--- src/design/btpc_pkg.sv ---
// Shared types, constants and pipeline stage numbers of the barometric compensation block.
package btpc_pkg;

  // Pipeline stage numbers of the back end.
  localparam int unsigned DivSteps  = 64;
  localparam int unsigned StDiv0    = 11;
  localparam int unsigned StQuot    = StDiv0 + DivSteps + 1;
  localparam int unsigned StProd    = StQuot + 1;
  localparam int unsigned StPart    = StProd + 1;
  localparam int unsigned StCube    = StPart + 1;
  localparam int unsigned StSum     = StCube + 1;
  localparam int unsigned StLast    = StSum + 1;

  localparam logic [20:0]        PressBase = 21'd1048576;
  localparam logic signed [25:0] TfOffset  = 26'sd128000;
  localparam logic signed [63:0] DivScale  = 64'sd3125;
  localparam logic signed [63:0] XBias     = 64'sh0000_8000_0000_0000;

  typedef enum logic [1:0] {
    CfgTemp      = 2'd0,
    CfgPressLow  = 2'd1,
    CfgPressMid  = 2'd2,
    CfgPressHigh = 2'd3
  } cfg_reg_e;

  typedef struct packed {
    logic [19:0] raw_pressure;
    logic [19:0] raw_temperature;
  } in_item_t;

  typedef struct packed {
    logic signed [31:0] fine_temperature;
    logic signed [15:0] temperature_centi;
    logic [31:0]        pressure_q24_8;
    logic               pressure_valid;
  } out_item_t;

  typedef struct packed {
    logic [15:0]        t1;
    logic signed [15:0] t2;
    logic signed [15:0] t3;
    logic [15:0]        p1;
    logic signed [15:0] p2;
    logic signed [15:0] p3;
    logic signed [15:0] p4;
    logic signed [15:0] p5;
    logic signed [15:0] p6;
    logic signed [15:0] p7;
    logic signed [15:0] p8;
    logic signed [15:0] p9;
  } cal_t;

  typedef struct packed {
    logic signed [17:0] d1;
    logic signed [16:0] d2;
    logic [19:0]        raw_pressure;
  } front_item_t;

  // Fields that ride alongside the arithmetic through the back end.
  typedef struct packed {
    logic [19:0]        raw_pressure;
    logic signed [24:0] tf;
    logic signed [15:0] tc;
    logic               ok;
  } side_t;

endpackage

--- src/design/btpc_front.sv ---
// Front end: takes input transfers and forms the temperature differences.
module btpc_front (
  input  logic                   clk_i,
  input  logic                   rst_ni,
  input  logic                   push,
  output logic                   full,
  input  btpc_pkg::in_item_t     in_data_i,
  input  btpc_pkg::cal_t         cal_i,
  input  logic                   q_full_i,
  output logic                   q_push_o,
  output btpc_pkg::front_item_t  q_data_o
);
  import btpc_pkg::*;

  logic        vld_q, vld_d;
  logic        take, move;
  front_item_t item_q, item_d;

  assign full     = vld_q && q_full_i;
  assign take     = push && !full;
  assign move     = vld_q && !q_full_i;
  assign q_push_o = move;
  assign q_data_o = item_q;
  assign vld_d    = take || (vld_q && !move);

  always_comb begin
    item_d.d1 = $signed({1'b0, in_data_i.raw_temperature[19:3]} - {1'b0, cal_i.t1, 1'b0});
    item_d.d2 = $signed({1'b0, in_data_i.raw_temperature[19:4]} - {1'b0, cal_i.t1});
    item_d.raw_pressure = in_data_i.raw_pressure;
  end

  always_ff @(posedge clk_i or negedge rst_ni) begin
    if (!rst_ni) begin
      vld_q <= 1'b0;
    end else begin
      vld_q <= vld_d;
    end
  end

  always_ff @(posedge clk_i) begin
    if (take) begin
      item_q <= item_d;
    end
  end

endmodule

--- config.mk ---
export PLATFORM = sky130hd
export DESIGN_NAME = btpc_front
export DESIGN_NICKNAME = d
export VERILOG_FILES = /design/src/design/btpc_pkg.sv /design/src/design/btpc_front.sv
export SDC_FILE = /design/constraint.sdc
export NUM_CORES = 1
export LEC_CHECK = 0
export BUFFER_PORTS_ARGS = -buffer_cell sky130_fd_sc_hd__buf_2
export CAP_MARGIN = 15
export CORE_AREA = 3 3 111 113
export DETAILED_ROUTE_END_ITERATION = 16
export DIE_AREA = 0 0 114 116
export HOLD_SLACK_MARGIN = 0.12
export PLACE_DENSITY_LB_ADDON = 0.2
export SLEW_MARGIN = 0
export SYNTH_ARGS = -nofsm -noshare
export SYNTH_HDL_FRONTEND = slang
export SYNTH_SLANG_ARGS = --single-unit
export TNS_END_PERCENT = 30
--- constraint.sdc ---
create_clock -name clk_i -period 6.2 [get_ports clk_i]
set_clock_uncertainty 0.2 [all_clocks]
set_input_delay 0.93 -clock clk_i [delete_from_list [all_inputs] [get_ports clk_i]]
set_output_delay 0.93 -clock clk_i [all_outputs]
set_load 0.02 [all_outputs]
==> flow_summary.json <==
{
  "fin_nets": 528,
  "worst_setup_hold_path_clk_slew_ps": 60,
  "setup_violations": 0,
  "cp_max_fo": 4,
  "synth_sequential_area_ratio_pct": 54.8,
  "slew_violations": 0,
  "setup_tns_ps": 0,
  "setup_repair_after_global_routing_missed_its_margin": "no",
  "finalHoldViolations": 0,
  "ys_flop_type": "sky130_fd_sc_hd__edfxtp_1",
  "number_of_global_route_vias_before_repair": 1526,
  "timing.max_cap.violations": 0,
  "max_slew.worst_pin.slew_ps": 351,
  "synth.largest_area_cell": "sky130_fd_sc_hd__edfxtp_1",
  "multi_input_comb_area_sq_um": 761,
  "ff_latch_area_sq_um": 1170,
  "grt_start_max_net_pins": 39,
  "design.portCount": 293,
  "post_synth.cell_area_avg_sq_um": 12.4,
  "die_width_um": 114,
  "setup_ws_ps": 3250,
  "static-leakage-power_uw": 0.00132,
  "synth-async-reset-ratio_pct": 2.56,
  "power.ir.vdd_worst_mv": 0.0946,
  "clock_tree_sinks": 39,
  "cp_data_arrival_time_ps": 2860,
  "worst_setup_path_start_kind": "input pin",
  "timing_worst_setup_path_type": "in2reg",
  "grt_most_used_layer": "met1",
  "yosys-top-cells-count": "38 x sky130_fd_sc_hd__edfxtp_1, 20 x sky130_fd_sc_hd__inv_1, 17 x sky130_fd_sc_hd__buf_4",
  "syn_std_cell_area_sq_um": 2130,
  "grt-ovfl-total": 0,
  "synth-edff-count": 38,
  "rr_startpoint": "vld_q",
  "detailroute.via_count": 1610,
  "tritoncts_clock_tree": "yes",
  "num-fill-cells": 1264,
  "hold_class": "in2async",
  "minimum_clock_period_after_layout_ps": 2950,
  "layout_worst_path_cycle_share_pct": 47.6,
  "via_per_inst": 3.84,
  "global_route.usage.total_pct": 9.29,
  "placed_cells_incl_taps": 410,
  "worst_ep_required_time_ps": 6110,
  "drive_gt1_share_pct": 47.5,
  "antenna-diode-count": 0,
  "antenna_violations_before_repair": 0,
  "synth_area_leaders": "sky130_fd_sc_hd__edfxtp_1 54%, sky130_fd_sc_hd__ha_1 9.4%, sky130_fd_sc_hd__buf_4 6.0%, sky130_fd_sc_hd__inv_1 3.5%, sky130_fd_sc_hd__a21oi_1 3.3%",
  "clock-root-buffer": "sky130_fd_sc_hd__clkbuf_16",
  "numCtsBuffers": 5,
  "warnings_from_yosys": 0,
  "wire_per_inst_um": 15.2,
  "cts.htree.levels": 2,
  "total_of_buffers_placed_on_input_and_output_ports": 113,
  "hpwlAfterDp_um": 5030,
  "cts_hold_repair.buffers": 0,
  "timing.critical_path.from": "in_data_i[4]",
  "maxSlewHeadroom_pct": 76.5,
  "finalWirelength_um": 6380,
  "row_count": 39,
  "start_util_pct": 18.6,
  "power.density_nw_per_um2": 261,
  "die_area_sq_um": 13200,
  "clockBufferDepth": 2,
  "drt_first_iter_violations": 71,
  "post_layout_nonfiller_instances": 419,
  "postLayoutCoreUtil_pct": 25.4,
  "total_power_uw": 757,
  "syn2layout_area_growth_pct": 36.5,
  "groute.layer.met3.usage_pct": 2.14,
  "synthDominantCellAreaShare_pct": 53.6,
  "core-area_sq_um": 11400,
  "dpl_worst_slack_ps": 2970,
  "synth.distinct_cells": 38,
  "synthesis.instances": 172,
  "outcome": "complete, no violations",
  "synth.most_common_cell": "sky130_fd_sc_hd__edfxtp_1",
  "gp_congestion": 0.733,
  "mappedNetlistNets": 425,
  "ant_nets": 0,
  "post-cts-setup-buffers": 0,
  "use_met1_pct": 15.9,
  "crit_path_end_kind": "register",
  "gr-usage-met2_pct": 10.7,
  "max_freq_mhz": 339,
  "post_cts_resized": 0,
  "worstSkewPairLatency_ps": 280,
  "fp.dieH_um": 116,
  "dr.pass1.iters": 4,
  "ys_ff_latch": 39,
  "route.detailed.drc": 0,
  "global_route_wire_length_before_repair_um": 8890
}
final timing paths:
path | to | slack, ps | cells past startpoint
worst max-delay path | q_data_o[34] | 3250 | 10
worst min register to register | vld_q | 590 | 2
worst min-delay path | vld_q | 210 | 1
min in group clk_i | vld_q | 590 | 2
max in group asynchronous | vld_q | 5500 | 1
worst max register to register | q_data_o[30] | 4570 | 3
critical path, stage by stage:
cell                        delay, ps
sky130_fd_sc_hd__buf_2             70
sky130_fd_sc_hd__inv_1             30
sky130_fd_sc_hd__ha_1             220
sky130_fd_sc_hd__fa_1             440
sky130_fd_sc_hd__nor2b_4          150
sky130_fd_sc_hd__o2111ai_2        130
sky130_fd_sc_hd__a21boi_2         290
sky130_fd_sc_hd__a41oi_4          200
sky130_fd_sc_hd__o21bai_2         190
sky130_fd_sc_hd__xor2_1           190
where the power goes:
part	leakage, uW	total [uW]	internal (uW)	switching (uW)
Clock	0.0000679	241	148	92.4
Sequential	0.000372	332	319	12.5
Combinational	0.000878	185	71.9	113
Total	0.00132	757	540	218
cells by family after synthesis:
| group | share of synthesized area, % |
|---|---|
| compound gates | 11.8 |
| simple gates | 8.30 |
| fa+ha+maj | 10.4 |
| flops | 54.8 |
| buf+inv | 9.76 |
| xor+xnor | 4.94 |
layer usage:
metal,part of all wire [%],up-vias,wire (um)
met4,1.1,0,72
li1,-,801,-
met3,7.2,5,459
met5,0,-,0
met2,35,74,2250
met1,56,730,3610
placed cells by master (no fill, tap or decap), types with 2 or more instances in the layout:
cell,instances
sky130_fd_sc_hd__clkbuf_1,2
sky130_fd_sc_hd__xnor2_1,7
sky130_fd_sc_hd__ha_1,16
sky130_fd_sc_hd__a21oi_1,14
sky130_fd_sc_hd__nand4_1,3
sky130_fd_sc_hd__clkbuf_16,5
sky130_fd_sc_hd__buf_2,113
sky130_fd_sc_hd__nor2b_1,2
sky130_fd_sc_hd__edfxtp_1,38
sky130_fd_sc_hd__nand2_1,7
sky130_fd_sc_hd__o21ai_0,5
sky130_fd_sc_hd__nand2b_1,4
sky130_fd_sc_hd__and2_1,2
sky130_fd_sc_hd__nor2_1,5
sky130_fd_sc_hd__o211ai_1,2
sky130_fd_sc_hd__nand3_1,2
sky130_fd_sc_hd__nor2b_4,2
sky130_fd_sc_hd__inv_1,20
sky130_fd_sc_hd__xor2_1,5
cell type report:
| type | instances | share of cell area [%] |
|---|---|---|
| clock buffer | 7 | 4.57 |
| sequential | 39 | 40.2 |
| multi-input combinational | 95 | 26.2 |
| inverter | 20 | 2.59 |
| tap | 143 | 6.16 |
| clock inverter | 1 | 0.172 |
| timing repair buffer | 114 | 20.2 |
registers in the layout, indices dropped and copies added, names as in the netlist:
| name | cells |
|---|---|
| vld_q | 1 |
| q_data_o | 38 |
through the flow:
step                cell area, sq um  hold WS, ps
global route                    2900          203
floorplan                       2130          434
CTS                             2880          206
detailed placement              2750          508
global placement                2750          508
finish                          2900          213
No activity file was read; power rests on OpenSTA's default activity.
