### config.mk
export PLATFORM = sky130hd
export DESIGN_NAME = btpc_queue
export DESIGN_NICKNAME = d
export VERILOG_FILES = /design/src/design/btpc_pkg.sv /design/src/design/btpc_queue.sv
export SDC_FILE = /design/constraint.sdc
export NUM_CORES = 1
export LEC_CHECK = 0
export ABC_AREA = 1
export ABC_CLOCK_PERIOD_IN_PS = 2500
export BUFFER_PORTS_ARGS = -buffer_cell sky130_fd_sc_hd__buf_4
export CAP_MARGIN = 15
export CORE_UTILIZATION = 40
export DETAILED_ROUTE_END_ITERATION = 7
export GPL_TIMING_DRIVEN = 0
export PLACE_DENSITY = 0.74
export SYNTH_ARGS = -nofsm -noshare
export SYNTH_HDL_FRONTEND = slang
export SYNTH_SLANG_ARGS = --single-unit
### constraint.sdc
create_clock -name clk_i -period 2.5 [get_ports clk_i]
set_input_delay 0.5 -clock clk_i [delete_from_list [all_inputs] [get_ports clk_i]]
set_output_delay 0.5 -clock clk_i [all_outputs]
set_load 0.02 [all_outputs]
### src/design/btpc_pkg.sv
// Shared types, constants and pipeline stage numbers of the barometric compensation block.
package btpc_pkg;

  // Pipeline stage numbers of the back end.
  localparam int unsigned DivSteps  = 64;
  localparam int unsigned StDiv0    = 11;
  localparam int unsigned StQuot    = StDiv0 + DivSteps + 1;
  localparam int unsigned StProd    = StQuot + 1;
  localparam int unsigned StPart    = StProd + 1;
  localparam int unsigned StCube    = StPart + 1;
  localparam int unsigned StSum     = StCube + 1;
  localparam int unsigned StLast    = StSum + 1;

  localparam logic [20:0]        PressBase = 21'd1048576;
  localparam logic signed [25:0] TfOffset  = 26'sd128000;
  localparam logic signed [63:0] DivScale  = 64'sd3125;
  localparam logic signed [63:0] XBias     = 64'sh0000_8000_0000_0000;

  typedef enum logic [1:0] {
    CfgTemp      = 2'd0,
    CfgPressLow  = 2'd1,
    CfgPressMid  = 2'd2,
    CfgPressHigh = 2'd3
  } cfg_reg_e;

  typedef struct packed {
    logic [19:0] raw_pressure;
    logic [19:0] raw_temperature;
  } in_item_t;

  typedef struct packed {
    logic signed [31:0] fine_temperature;
    logic signed [15:0] temperature_centi;
    logic [31:0]        pressure_q24_8;
    logic               pressure_valid;
  } out_item_t;

  typedef struct packed {
    logic [15:0]        t1;
    logic signed [15:0] t2;
    logic signed [15:0] t3;
    logic [15:0]        p1;
    logic signed [15:0] p2;
    logic signed [15:0] p3;
    logic signed [15:0] p4;
    logic signed [15:0] p5;
    logic signed [15:0] p6;
    logic signed [15:0] p7;
    logic signed [15:0] p8;
    logic signed [15:0] p9;
  } cal_t;

  typedef struct packed {
    logic signed [17:0] d1;
    logic signed [16:0] d2;
    logic [19:0]        raw_pressure;
  } front_item_t;

  // Fields that ride alongside the arithmetic through the back end.
  typedef struct packed {
    logic [19:0]        raw_pressure;
    logic signed [24:0] tf;
    logic signed [15:0] tc;
    logic               ok;
  } side_t;

endpackage

### src/design/btpc_queue.sv
// Two-entry queue between the front end and the back end.
module btpc_queue (
  input  logic                   clk_i,
  input  logic                   rst_ni,
  input  logic                   push_i,
  input  btpc_pkg::front_item_t  data_i,
  output logic                   full_o,
  input  logic                   pop_i,
  output btpc_pkg::front_item_t  data_o,
  output logic                   empty_o
);
  import btpc_pkg::*;

  front_item_t mem_q [2];
  logic        wr_q, wr_d, rd_q, rd_d;
  logic [1:0]  cnt_q, cnt_d;

  assign full_o  = (cnt_q == 2'd2);
  assign empty_o = (cnt_q == 2'd0);
  assign data_o  = mem_q[rd_q];

  always_comb begin
    wr_d  = wr_q ^ push_i;
    rd_d  = rd_q ^ pop_i;
    cnt_d = cnt_q;
    case ({push_i, pop_i})
      2'b10:   cnt_d = cnt_q + 2'd1;
      2'b01:   cnt_d = cnt_q - 2'd1;
      default: cnt_d = cnt_q;
    endcase
  end

  always_ff @(posedge clk_i or negedge rst_ni) begin
    if (!rst_ni) begin
      wr_q  <= 1'b0;
      rd_q  <= 1'b0;
      cnt_q <= 2'd0;
    end else begin
      wr_q  <= wr_d;
      rd_q  <= rd_d;
      cnt_q <= cnt_d;
    end
  end

  always_ff @(posedge clk_i) begin
    if (push_i) begin
      mem_q[wr_q] <= data_i;
    end
  end

endmodule

==> results of run 1 <==
metal layers:
metal  global-route usage (%)  routed length, um
met1                    16.06               3352
met2                    26.10               4113
met3                    6.499                512
met4                    7.540                108
met5                        0                  0
worst max-delay path: stages, from the launching register on:
cell	delay [ps]
dfrtp_1	380
clkbuf_1	370
o21ai_0	200
buf_4	190
what timing repair did:
action                    in CTS  in global routing
hold buffers                   1                  0
buffers inserted               0                  0
hold endpoints to repair       4                  0
path summary, 6_finish.rpt:
path	from	end	slack, ps	cells after the start
max	rd_q$_DFF_PN0_	data_o[12]	360	3
min	data_i[9]	mem_q[1][9]$_DFFE_PP_	180	1
max reg2reg	wr_q$_DFF_PN0_	mem_q[0][37]$_DFFE_PP_	770	3
min reg2reg	cnt_q[1]$_DFFE_PN0P_	cnt_q[1]$_DFFE_PN0P_	550	2
max in group asynchronous	rst_ni	rd_q$_DFF_PN0_	2070	2
min in group asynchronous	rst_ni	cnt_q[1]$_DFFE_PN0P_	330	2
registers in the layout, summed over array words and instances (netlist names):
name   count
cnt_q      2
mem_q    110
rd_q       1
wr_q       1
stage by stage:
| step | std cells | area (um^2) | hold WS (ps) | setup WS, ps | TNS (ps) |
|---|---|---|---|---|---|
| 2_1_floorplan | 311 | 4323 | 204.4 | 231.5 | 0 |
| 3_3_place_gp | 562 | 5356 | 300.3 | -562.1 | -61110 |
| 3_5_place_dp | 564 | 5401 | 303.3 | 560.8 | 0 |
| 4_1_cts | 597 | 6067 | 153.7 | 338.5 | 0 |
| 5_1_grt | 597 | 6067 | 137.0 | 221.1 | 0 |
| 6_report | 597 | 6067 | 179.9 | 358.7 | 0 |
cell type report:
| cell class | count | share of cell area, % |
|---|---|---|
| well taps | 136 | 2.805 |
| inverters | 62 | 3.836 |
| clock inverters | 13 | 3.856 |
| plain buffers | 12 | 1.918 |
| flip-flops and latches | 114 | 56.09 |
| clock buffers | 19 | 6.950 |
| repair buffers | 118 | 15.05 |
| multi-input cells | 123 | 9.486 |
cells by family after synthesis:
group                      synth area share [%]
DFF                                       78.73
buffers and inverters                     8.075
and+or+nand+nor                           5.557
AOI/OAI and AO/OA                         6.368
adders and majority gates                0.8684
xor gates and xnor gates                 0.4053
layout by cell type, fill, tap and decap left out, drive strengths merged:
master / Yosys / layout
clkinvlp: 0 / 3
ha: 3 / 3
edfxtp: 110 / 110
bufinv: 0 / 6
nand2: 59 / 59
nor2: 2 / 2
o21ai: 55 / 55
clkbuf: 2 / 21
buf: 10 / 127
inv: 62 / 62
nand3: 1 / 1
dfrtp: 4 / 4
xnor2: 1 / 1
nand4: 1 / 1
clkinv: 0 / 4
dlygate4sd3: 0 / 1
xor2: 1 / 1
power groups by stage:
stage	registers [W]	clock network [W]	logic [W]
5_1_grt	0.00268	0.00277	0.00280
3_5_place_dp	0.00268	0	0.00262
2_1_floorplan	0.00267	0	0.00149
3_3_place_gp	0.00270	0	0.00254
4_1_cts	0.00265	0.00269	0.00263
6_report	0.00264	0.00264	0.00258
==> results.toml, run 1 <==
[timing]
rsz0062_at_grt = "no"
tightest_slew_ps = 773.7
final_max_slew_viol_count = 0
hold_viol = 0
finalSetupViolCount = 0
max_freq_mhz = 467.0
layout_min_cycle_time_ps = 2141
finClkSkew_ps = 5.422
fin_crit_sh_pct = 85.65
max-slew-margin-rel_pct = 48.42

[grt]
grt_pass1_wl_um = 12540
grt_max_degree = 29
grt.total_usage_pct = 15.24
grt-ovfl-total = 0
grt_antenna_before_repair = 0
grt_pass1_vias = 2759

[critical_path]
crit_arrival_ps = 1640
worstSetupPathType = "reg2out"
cp-end-kind = "output pin"
crit_path_start_kind = "flop"
worstPathRequired_ps = 2000
critical_path.max_fanout = 10

[route]
vias = 2673
route.detailed.drc = 0
viasPerCell = 4.477
drt_iter0_markers = 91
drt_wl_total_um = 8087
wl_per_cell_um = 13.55
first_pass_iters = 4
detail-route-antenna-nets = 0

[floorplanning]
num_rows = 37
initial_core_util_pct = 41.50
die_area_mm2 = 0.01123
die_h_um = 106.0
io-pin-count = 116
core_mm2 = 0.01042
die-width_um = 106.0

[synth]
yosys.cell_types.count = 15
netlist_area_mm2 = 0.004323
synth.avg_cell_area_um2 = 13.90
synth.most_common_cell = "edfxtp_1"
synthTopCellsByCount = "edfxtp_1 (110), inv_1 (62), nand2_1 (59)"
synth-edff-count = 110
yosys-top-cells-area = "edfxtp_1 (76%), inv_1 (5.4%), o21ai_0 (5.2%), nand2_1 (5.1%), buf_6 (2.3%)"
yosysWarnings = 0
ys_seq_elements = 114
syn_inst = 311
yosysTopAreaCell = "edfxtp_1"
synthArstFlopShare_pct = 3.509
synth_nets = 373
synth-main-ff-cell = "edfxtp_1"
synth_seq_area_share_pct = 78.73
synth.top_cell.area_share_pct = 76.41

[clock_network]
clk_pin_slew_ps = 60
clockBufferDepth = 2
cts_tree = "done"
root_buffer = "clkbuf_8"
clock_latency_ps = 500
clock_sinks = 114
htree_levels = 4
cts_resized = 0
cts_buffers = 17

[power]
irDropWorstVdd_v = 0.0006518
pwr-share-clk_pct = 33.6
internal_power_w = 0.005384
seqPwrFrac_pct = 33.6
switching_power_w = 0.002487
power_w = 0.007871
switching_share_pct = 31.60
power-per-cell-area_mw_per_mm2 = 1297
p_comb_share_pct = 32.8
power.leakage_nw = 2.596

[final_layout]
seq_area_mm2 = 0.003403
finalNetCount = 510
fillCellCount = 799
multi_input_area_um2 = 575.6
area_delta_synth_final_pct = 40.35
diodes = 0
drive_above_1_share_pct = 34.49
postLayoutCoreUtil_pct = 58.25

[run_status]
outcome = "finished, final reports clean"

[worst_hold_path]
hold_path_class = "in2reg"

[flow_run]
drv_cap = 0

[placed_design]
post-dp-hpwl_um = 5407
place.gp.congestion = 0.7166
io_buffer_count = 115
No activity file was read; power rests on OpenSTA's default activity.
==> inputs of run 2 (changes only) <==
Settings changed: CORE_ASPECT_RATIO set to 1.4, CORE_MARGIN set to 2.
==> results.toml, run 2 (same netlist as run 1, synthesis figures left out) <==
[final_layout]
layout_commonest_cell = "buf_4"
layout_common_cells = "buf_4 (116), edfxtp_1 (110), inv_1 (62)"
area_delta_synth_final_pct = 39.10
finalNetCount = 510
regMostFlops = "mem_q"
diodes = 0
top_regs = "mem_q (110), cnt_q (2)"
drive_above_1_share_pct = 33.84
largest_reg_flops = 110
fillCellCount = 844
postLayoutCoreUtil_pct = 57.49

[timing]
max-slew-margin-rel_pct = 53.72
final_max_slew_viol_count = 0
finalSetupViolCount = 0
max_freq_mhz = 497.9
tns_ps = 0
tightest_slew_ps = 694.2
layout_min_cycle_time_ps = 2008
hold_viol = 0
rsz0062_at_grt = "no"
finClkSkew_ps = 7.065
fin_crit_sh_pct = 80.33

[floorplanning]
initial_core_util_pct = 41.33
num_rows = 44
die_h_um = 127.0
die-width_um = 91.86
die_area_mm2 = 0.01167
core_mm2 = 0.01046
io-pin-count = 116

[placed_design]
post-dp-hpwl_um = 5711
io_buffer_count = 115
place.gp.congestion = 0.7091

[grt]
grt.total_usage_pct = 14.56
grt-ovfl-total = 0
grt_pass1_vias = 2787
grtUsageMet3_pct = 4.186
grt_pass1_wl_um = 12810
grt_antenna_before_repair = 0
grt_max_degree = 33
met1_usage_pct = 14.51
top_usage_layer = "met2"
grt.met2_usage_pct = 26.47

[critical_path]
path_cells = "clkbuf_1 > o21ai_0 > buf_4"
worstSetupPathType = "reg2out"
r2r_cells = 3
timing.reg2reg.setup_slack_ps = 830
cpMaxStageDelayCell = "dfrtp_1"
r2r-end = "mem_q[0][34]$_DFFE_PP_"
crit_path_start_kind = "flop"
cp-end-kind = "output pin"
worstPathRequired_ps = 2000
max_stage_delay_ps = 370
critical_path.max_fanout = 10
crit_arrival_ps = 1510
rr_startpoint = "wr_q$_DFF_PN0_"

[route]
drt_wl_total_um = 8284
detail-route-antenna-nets = 0
route.detailed.drc = 0
wl_per_cell_um = 13.83
first_pass_iters = 4
viasPerCell = 4.531
vias = 2714
drt_iter0_markers = 96

[worst_hold_path]
hold_path_class = "in2reg"
holdPathStages = 1
hold_end = "mem_q[0][14]$_DFFE_PP_"
hold_start = "data_i[14]"

[power]
irDropWorstVdd_v = 0.0007168
power-per-cell-area_mw_per_mm2 = 1275
power.leakage_nw = 2.576

[flow_run]
drv_cap = 0

[clock_network]
root_buffer = "clkbuf_16"
htree_levels = 4
cts_tree = "done"
cts_buffers = 17
clk_pin_slew_ps = 50
clock_latency_ps = 400
clockBufferDepth = 2
clock_sinks = 114

[run_status]
outcome = "finished, final reports clean"
run 2: cell type report:
class                   count  area [um^2]  share of cell area, %
flip-flops and latches    114         3403                  56.60
repair buffers            118        913.4                  15.19
multi-input cells         123        575.6                  9.571
clock buffers              19        432.9                  7.199
inverters                  62        232.7                  3.870
well taps                 138        172.7                  2.871
clock inverters            13        166.4                  2.767
plain buffers              12        116.4                  1.935
run 2: worst max-delay path, delay by kind of cell, from the launching register on:
| family | cells | cell delay (ps) |
|---|---|---|
| compound gates | 1 | 200 |
| buf+inv | 2 | 530 |
| flops | 1 | 370 |
run 2: worst max path at each step:
stage                               from                      to  slack, ps  cells after the start
after floorplan                   push_i   mem_q[0][0]$_DFFE_PP_        230                      1
after global placement            push_i  mem_q[0][28]$_DFFE_PP_       -510                      2
after detailed placement          push_i  mem_q[1][31]$_DFFE_PP_        630                      3
after CTS                 rd_q$_DFF_PN0_               data_o[2]        450                      3
after global routing      rd_q$_DFF_PN0_              data_o[50]        370                      3
final                     rd_q$_DFF_PN0_               data_o[2]        490                      3
run 2: stage by stage:
stage / worst slack (ps) / instance area, um^2 / std cells / hold WS (ps) / power [W]
final: 491.8 / 6013 / 599 / 283.8 / 0.007665
after global routing: 372.9 / 6013 / 599 / 266.7 / 0.008027
after CTS: 451.5 / 6013 / 599 / 264.6 / 0.007756
after detailed placement: 625.1 / 5404 / 566 / 301.9 / 0.005314
after global placement: -510.0 / 5359 / 564 / 299.1 / 0.005232
after floorplan: 231.5 / 4323 / 311 / 204.4 / 0.004161
run 2: report_power, final:
group	switching, W	total [W]	internal (W)
Sequential	0.000104	0.00265	0.00254
Clock	0.000775	0.00242	0.00165
Combinational	0.00158	0.00260	0.00102
Total	0.00245	0.00766	0.00521
run 2: timing repair:
item                                   CTS  global route
buffers inserted                         0             0
hold buffers                             1             0
resized for setup                        0             0
endpoints found under the hold margin    4             0
run 2: routing by layer:
layer,vias to the layer above,part of all wire [%]
met3,19,4.9
met5,-,0
met1,1292,37
li1,1322,-
met2,81,55
met4,0,2.5
